===== src/design/life_generation_row_engine_unit_assert.svh =====
// ----------------------------------------------------------------------------
// Assertion macros for the life generation row engine
// Concurrent checks, clocked and reset-qualified; empty when ASSERT_OFF is set.
// ----------------------------------------------------------------------------
`ifndef LIFE_GENERATION_ROW_ENGINE_UNIT_ASSERT_SVH
`define LIFE_GENERATION_ROW_ENGINE_UNIT_ASSERT_SVH

`ifndef ASSERT_OFF

// same-cycle implication
`define LGR_ASSERT_IMPL(label, clk, rst_n, ante, cons) \
  label: assert property (@(posedge clk) disable iff (!rst_n) (ante) |-> (cons)) \
    else $error("lgr assertion failed");

// next-cycle implication
`define LGR_ASSERT_NEXT(label, clk, rst_n, ante, cons) \
  label: assert property (@(posedge clk) disable iff (!rst_n) (ante) |=> (cons)) \
    else $error("lgr assertion failed");

`else

`define LGR_ASSERT_IMPL(label, clk, rst_n, ante, cons)
`define LGR_ASSERT_NEXT(label, clk, rst_n, ante, cons)

`endif

`endif


===== src/design/lgr_pkg.sv =====
// ----------------------------------------------------------------------------
// lgr_pkg
// Grid geometry, rule constants and shared types of the life row engine.
// ----------------------------------------------------------------------------
package lgr_pkg;

  localparam int GRID_ROWS = 32;
  localparam int GRID_COLS = 32;

  localparam int RowW     = 32;  // width of one row request
  localparam int IdxW     = 5;   // output row index width
  localparam int NumCells = (GRID_COLS < RowW) ? GRID_COLS : RowW;
  localparam int RowCntW  = $clog2(GRID_ROWS);
  localparam int NbrCntW  = 4;   // holds up to eight neighbors

  localparam logic [NbrCntW-1:0] BIRTH_COUNT = NbrCntW'(3);
  localparam logic [NbrCntW-1:0] SURVIVE_LOW = NbrCntW'(2);

  localparam int BufDepth = 2;
  localparam int BufPtrW  = 1;
  localparam int BufCntW  = 2;

  // one column as seen by a neighbor cell
  typedef struct packed {
    logic above;
    logic middle;
    logic below;
  } lgr_col_t;

  // control broadcast to every cell
  typedef struct packed {
    logic shift;  // take a new row
    logic clear;  // end of frame, back to empty
    logic flush;  // row below the grid reads dead
  } lgr_ctrl_t;

  // one result request
  typedef struct packed {
    logic [RowW-1:0] cells;
    logic [IdxW-1:0] idx;
    logic            done;
  } lgr_res_t;

endpackage


===== src/design/lgr_cell.sv =====
// ----------------------------------------------------------------------------
// lgr_cell
// One grid column: holds the above and middle cells, applies B3/S23.
// ----------------------------------------------------------------------------
module lgr_cell (
  input  logic              clk_i,
  input  logic              rst_ni,
  input  lgr_pkg::lgr_ctrl_t ctrl_i,
  input  logic              row_bit_i,
  input  lgr_pkg::lgr_col_t left_i,
  input  lgr_pkg::lgr_col_t right_i,
  output lgr_pkg::lgr_col_t col_o,
  output logic              next_o
);
  import lgr_pkg::*;

  logic               above_q, above_d;
  logic               middle_q, middle_d;
  logic               below;
  logic [NbrCntW-1:0] nbr_cnt;

  assign below = ctrl_i.flush ? 1'b0 : row_bit_i;
  assign col_o = '{above: above_q, middle: middle_q, below: below};

  assign nbr_cnt = NbrCntW'(left_i.above)  + NbrCntW'(left_i.middle)
                 + NbrCntW'(left_i.below)  + NbrCntW'(right_i.above)
                 + NbrCntW'(right_i.middle) + NbrCntW'(right_i.below)
                 + NbrCntW'(above_q)       + NbrCntW'(below);

  assign next_o = (nbr_cnt == BIRTH_COUNT) || (middle_q && (nbr_cnt == SURVIVE_LOW));

  always_comb begin
    above_d  = above_q;
    middle_d = middle_q;
    if (ctrl_i.clear) begin
      above_d  = 1'b0;
      middle_d = 1'b0;
    end else if (ctrl_i.shift) begin
      above_d  = middle_q;
      middle_d = row_bit_i;
    end
  end

  always_ff @(posedge clk_i or negedge rst_ni) begin
    if (!rst_ni) begin
      above_q  <= 1'b0;
      middle_q <= 1'b0;
    end else begin
      above_q  <= above_d;
      middle_q <= middle_d;
    end
  end

endmodule


===== src/design/lgr_out_buf.sv =====
// ----------------------------------------------------------------------------
// lgr_out_buf
// Two-entry result queue between the cell row and the output channel.
// ----------------------------------------------------------------------------
module lgr_out_buf (
  input  logic             clk_i,
  input  logic             rst_ni,
  input  logic             push_i,
  input  lgr_pkg::lgr_res_t push_data_i,
  output logic             full_o,
  output logic             out_valid_o,
  input  logic             out_ready_i,
  output lgr_pkg::lgr_res_t out_data_o
);
  import lgr_pkg::*;

  lgr_res_t           mem_q [BufDepth];
  logic [BufPtrW-1:0] wr_ptr_q, wr_ptr_d;
  logic [BufPtrW-1:0] rd_ptr_q, rd_ptr_d;
  logic [BufCntW-1:0] cnt_q, cnt_d;
  logic               pop;

  assign full_o      = (cnt_q == BufCntW'(BufDepth));
  assign out_valid_o = (cnt_q != '0);
  assign out_data_o  = mem_q[rd_ptr_q];
  assign pop         = out_valid_o && out_ready_i;

  always_comb begin
    wr_ptr_d = push_i ? wr_ptr_q + 1'b1 : wr_ptr_q;
    rd_ptr_d = pop ? rd_ptr_q + 1'b1 : rd_ptr_q;
    cnt_d    = cnt_q + BufCntW'(push_i) - BufCntW'(pop);
  end

  always_ff @(posedge clk_i or negedge rst_ni) begin
    if (!rst_ni) begin
      wr_ptr_q <= '0;
      rd_ptr_q <= '0;
      cnt_q    <= '0;
    end else begin
      wr_ptr_q <= wr_ptr_d;
      rd_ptr_q <= rd_ptr_d;
      cnt_q    <= cnt_d;
    end
  end

  always_ff @(posedge clk_i) begin
    if (push_i) begin
      mem_q[wr_ptr_q] <= push_data_i;
    end
  end

endmodule


===== src/design/life_generation_row_engine_unit.sv =====
// ----------------------------------------------------------------------------
// life_generation_row_engine_unit
// One generation of B3/S23 Life over a bounded grid, streamed a row at a time.
// ----------------------------------------------------------------------------
// Rows of a frame enter top to bottom, one request per cycle while the
// output queue has room and no flush is under way. The first row of a frame
// gives no result; every later row gives the next generation of the row above
// it. After the last row of the frame (row GRID_ROWS-1) the cells, in a flush
// step that takes no input, evaluate that last row against an all-dead row
// below and emit it with frame_done set. After frame_done the block is empty
// again and the next row is row 0 of a new frame. Cells outside the grid read
// dead, no wrap; input bits at or above GRID_COLS are ignored and the matching
// output bits are zero. out_row_index wraps modulo 32.
// ----------------------------------------------------------------------------
module life_generation_row_engine_unit (
  input  logic                      clk_i,
  input  logic                      rst_ni,
  input  logic                      in_valid_i,
  output logic                      in_ready_o,
  input  logic [lgr_pkg::RowW-1:0]  row_cells_i,
  output logic                      out_valid_o,
  input  logic                      out_ready_i,
  output logic [lgr_pkg::RowW-1:0]  next_row_cells_o,
  output logic [lgr_pkg::IdxW-1:0]  out_row_index_o,
  output logic                      frame_done_o
);
  import lgr_pkg::*;

`include "life_generation_row_engine_unit_assert.svh"

  // frame control: rows taken so far, and the end-of-frame flush cycle
  logic [RowCntW-1:0] rows_q, rows_d;
  logic               flush_q, flush_d;

  logic      in_fire;
  logic      last_row;
  logic      push_row;    // a middle row is finished by the new row below
  logic      push_flush;  // last row finished against a dead row below
  logic      push;
  logic      buf_full;
  lgr_ctrl_t ctrl;
  lgr_res_t  res;
  lgr_res_t  out_res;

  // cell row: each cell sees its neighbors' columns, edges see dead cells
  lgr_col_t            cols [NumCells];
  logic [NumCells-1:0] next_bits;

  assign in_ready_o = !flush_q && !buf_full;
  assign in_fire    = in_valid_i && in_ready_o;
  assign last_row   = (rows_q == RowCntW'(GRID_ROWS - 1));
  assign push_row   = in_fire && (rows_q != '0);
  assign push_flush = flush_q && !buf_full;
  assign push       = push_row || push_flush;

  assign ctrl = '{shift: in_fire, clear: push_flush, flush: flush_q};

  for (genvar c = 0; c < NumCells; c++) begin : g_cell
    lgr_col_t left_col;
    lgr_col_t right_col;

    if (c == 0) begin : g_left_edge
      assign left_col = '0;
    end else begin : g_left_nbr
      assign left_col = cols[c-1];
    end

    if (c == NumCells - 1) begin : g_right_edge
      assign right_col = '0;
    end else begin : g_right_nbr
      assign right_col = cols[c+1];
    end

    lgr_cell u_cell (
      .clk_i     (clk_i),
      .rst_ni    (rst_ni),
      .ctrl_i    (ctrl),
      .row_bit_i (row_cells_i[c]),
      .left_i    (left_col),
      .right_i   (right_col),
      .col_o     (cols[c]),
      .next_o    (next_bits[c])
    );
  end

  // result request: normal rows report the row above the incoming one,
  // the flush reports the last grid row itself
  always_comb begin
    res.cells = RowW'(next_bits);
    res.idx   = push_flush ? IdxW'(rows_q) : IdxW'(rows_q - RowCntW'(1));
    res.done  = push_flush;
  end

  always_comb begin
    rows_d  = rows_q;
    flush_d = flush_q;
    if (push_flush) begin
      rows_d  = '0;
      flush_d = 1'b0;
    end else if (in_fire) begin
      if (last_row) begin
        flush_d = 1'b1;  // hold the count; it names the flushed row
      end else begin
        rows_d = rows_q + RowCntW'(1);
      end
    end
  end

  always_ff @(posedge clk_i or negedge rst_ni) begin
    if (!rst_ni) begin
      rows_q  <= '0;
      flush_q <= 1'b0;
    end else begin
      rows_q  <= rows_d;
      flush_q <= flush_d;
    end
  end

  // output queue decouples the cell row from output stalls
  lgr_out_buf u_out_buf (
    .clk_i       (clk_i),
    .rst_ni      (rst_ni),
    .push_i      (push),
    .push_data_i (res),
    .full_o      (buf_full),
    .out_valid_o (out_valid_o),
    .out_ready_i (out_ready_i),
    .out_data_o  (out_res)
  );

  assign next_row_cells_o = out_res.cells;
  assign out_row_index_o  = out_res.idx;
  assign frame_done_o     = out_res.done;

  // no new row is taken while the last row is being flushed
  `LGR_ASSERT_IMPL(a_flush_blocks_input, clk_i, rst_ni, flush_q, !in_ready_o)
  // the last row of a frame always leads into a flush
  `LGR_ASSERT_NEXT(a_last_row_flushes, clk_i, rst_ni, in_fire && last_row, flush_q)
  // a flush leaves the frame empty
  `LGR_ASSERT_NEXT(a_flush_resets, clk_i, rst_ni, push_flush,
                   (rows_q == '0) && !flush_q)
  // the flagged row is always the last grid row
  `LGR_ASSERT_IMPL(a_done_index, clk_i, rst_ni, out_valid_o && frame_done_o,
                   out_row_index_o == IdxW'(GRID_ROWS - 1))

endmodule


===== config.mk =====
export PLATFORM = sky130hd
export DESIGN_NAME = life_generation_row_engine_unit
export DESIGN_NICKNAME = d
export VERILOG_FILES = /design/src/design/lgr_pkg.sv /design/src/design/lgr_cell.sv /design/src/design/lgr_out_buf.sv /design/src/design/life_generation_row_engine_unit.sv
export VERILOG_INCLUDE_DIRS = /design/src /design/src/design
export SDC_FILE = /design/constraint.sdc
export NUM_CORES = 1
export LEC_CHECK = 0
export BUFFER_PORTS_ARGS = -buffer_cell sky130_fd_sc_hd__buf_2
export CAP_MARGIN = 20
export CORE_ASPECT_RATIO = 0.6
export CORE_UTILIZATION = 35
export DETAILED_ROUTE_END_ITERATION = 7
export RECOVER_POWER = 50
export SETUP_SLACK_MARGIN = 0.02
export SYNTH_ARGS = -nofsm -noshare
export SYNTH_HDL_FRONTEND = slang
export SYNTH_SLANG_ARGS = --single-unit

===== constraint.sdc =====
create_clock -name clk_i -period 9.7 [get_ports clk_i]
set_input_delay 0.97 -clock clk_i [delete_from_list [all_inputs] [get_ports clk_i]]
set_output_delay 0.97 -clock clk_i [all_outputs]
set_load 0.05 [all_outputs]

==> results_dict.tcl <==
set metrics [dict create \
    crit_slowest_cell "clkbuf_1" \
    die_h_um 142 \
    antenna_cells 0 \
    netlist.area_leader.share_pct 21.4 \
    grt_pass1_vias 7567 \
    crit_type "reg2reg" \
    critPathMaxStageDelay_ns 1.50 \
    violations "capacitance limit, slew limit" \
    avgRoutedWirePerCell_um 15.3 \
    detail-route-antenna-nets 0 \
    period_share_pct 54.9 \
    synth.distinct_cells 44 \
    cp_top_family "adder cells" \
    syn2layout_area_growth_pct 12.3 \
    clkTransAtPathRegs_ns 0.06 \
    synthTopCellsByArea "fa_1 (21%), edfxtp_1 (20%), dfrtp_1 (16%)" \
    grt_overflow 0 \
    synth-main-ff-cell "edfxtp_1" \
    grt_max_degree 74 \
    critPathMostFrequentCell "fa_1" \
    routed-wl-met2_um 9800 \
    clock_sinks 150 \
    rows 50 \
    fillers 3038 \
    arrival_ns 5.53 \
    finalMaxSlewViolations 198 \
    yosysTopAreaCell "fa_1" \
    highest_layer "met5" \
    cp_max_fo 37 \
    vias 7104 \
    fp.dieArea_um2 33600 \
    path_buf_inv 4 \
    nets 1364 \
    drc_errors 0 \
    status "finished with violations" \
    maxCapViolCount 5 \
    floorplan.initialDensity_pct 36.2 \
    cts_tree "done" \
    dr.pass1.iters 5 \
    hpwl_um 17400 \
    ys_seq_area_share_pct 36.0 \
    seq_area_um2 4140 \
    clk_latency_ns 0.44 \
    gp_congestion 0.792 \
    wl_met3_um 859 \
    clock-root-buffer "clkbuf_16" \
    hold_class "in2async" \
    hold_violations 0 \
    ys_async_sr_fraction_pct 49.3 \
    core_area_um2 31700 \
    layout-drive-gt1-share_pct 13.6 \
    worstSetupEndpointType "flip-flop" \
    finClkSkew_ns 0.00687 \
    multi_input_comb_area_um2 6140 \
    cts_made_buffers 17 \
    grt_antenna_before_repair 1 \
    post-synth-top-count-cell "inv_1" \
    wl_met1_um 12500 \
    grtUsageTotal_pct 15.3 \
    clock.fmax_mhz 188 \
    start_kind "flip-flop" \
    netlist_area_um2 11500 \
    max-slew-margin-rel_pct -79.1 \
    fin_setup_tns_ns 0 \
    clock_path_buffers 2 \
    synth-edff-count 76 \
    ctsResizeCount 0 \
    ys_warn_count 0 \
    drt-total-wl_um 23400 \
    ys_ff_latch 150 \
    syn_area_per_cell_um2 11.2 \
    cts_hold_buf 0 \
    postCtsSetupBuffers 0 \
    htreeDepth 4 \
    viasPerCell 4.64 \
    pin_count 76 \
    synth_commonest_cells "inv_1 (284), fa_1 (123), ha_1 (104), edfxtp_1 (76), dfrtp_1 (74)" \
    min_period_ns 5.32 \
    worst_pin_slew_ns 2.69 \
    syn_inst 1025 \
    setup_viol 0 \
    required_ns 9.91 \
    rsz0062_at_grt "no" \
    drtIter0Drc 372 \
    cp_cell_sequence "inv_1 > clkbuf_1 > nand2_1 > fa_1 > inv_1 > fa_1 > inv_1 > fa_1 > fa_1 > nor2_1 > nand3_1 > a221oi_1" \
    syn_nets 1288 \
    die_w_um 236 \
    grt_pass1_wl_um 39700 \
    io_buffers 75 \
]
## through the flow
step	setup WS (ns)	hold slack, ns	area, µm²	cells	utilization, %
after floorplan	5.82	0.466	11500	1025	-
after global placement	5.56	0.486	12300	1497	38.8
after detailed placement	5.48	0.493	12300	1497	38.8
after CTS	5.53	0.277	12900	1529	40.8
after global routing	3.97	0.283	12900	1530	40.7
final	4.38	0.306	12900	1530	40.7
## layer usage
layer / GRT usage (%) / vias up
met5: 0 / -
li1: - / 3462
met2: 21.9 / 100
met4: 4.37 / 2
met3: 3.51 / 21
met1: 22.8 / 3519
## logic make-up (layout without fill, tap and decap cells)
kind of cell	Yosys count	count (layout)	share of synthesized area (%)
multiplexers	57	57	5.40
AO/OA/AOI/OAI	119	119	8.17
adder cells (fa/ha/maj)	227	227	32.8
flip-flops	150	150	36.0
AND/OR/NAND/NOR	154	154	6.55
XOR/XNOR	8	8	0.610
buffers and inverters	310	399	10.5
## placed cells by master, fill, tap and decap left out, drive strengths merged, types with 4 or more instances in the layout
master    n
nor3     23
bufinv    4
clkbuf   25
xnor2     5
edfxtp   76
clkinv    7
inv     284
nor2     44
dfrtp    74
nand3b    6
mux2i    17
mux2     40
ha      104
o21ai     7
a21oi    11
a211oi   21
a22o     65
buf      76
nand2    41
fa      123
nand2b   12
nor2b    12
a31oi     8
## final cells by class
class / count / share of cell area, %
Inverter: 284 / 8.27
Clock buffer: 18 / 3.33
Clock inverter: 14 / 1.43
Sequential cell: 150 / 32.1
Tap cell: 416 / 4.04
Timing Repair Buffer: 83 / 3.21
Multi-Input combinational cell: 565 / 47.7
## worst paths after layout
check	startpoint	end	slack, ns	cells after the start
min	rst_ni	g_cell[21].u_cell.above_q	0.31	1
max reg2reg	flush_q	u_out_buf.mem_q[1][16]	4.38	12
min in group clk_i	g_cell[31].u_cell.above_q	g_cell[31].u_cell.above_q	0.50	1
max	flush_q	u_out_buf.mem_q[1][16]	4.38	12
min reg2reg	g_cell[31].u_cell.above_q	g_cell[31].u_cell.above_q	0.50	1
max in group asynchronous	rst_ni	g_cell[6].u_cell.above_q	5.39	3
## state kept, by name, indices dropped and copies added (netlist names)
name / cells
flush_q: 1
g_cell.u_cell.above_q: 32
u_out_buf.mem_q: 76
u_out_buf.cnt_q: 2
rows_q: 5
g_cell.u_cell.middle_q: 32
u_out_buf.wr_ptr_q: 1
u_out_buf.rd_ptr_q: 1
Power is left out: the tool's default activity adds up to more than one toggle a clock period on the data nets, which glitch-free logic cannot reach.
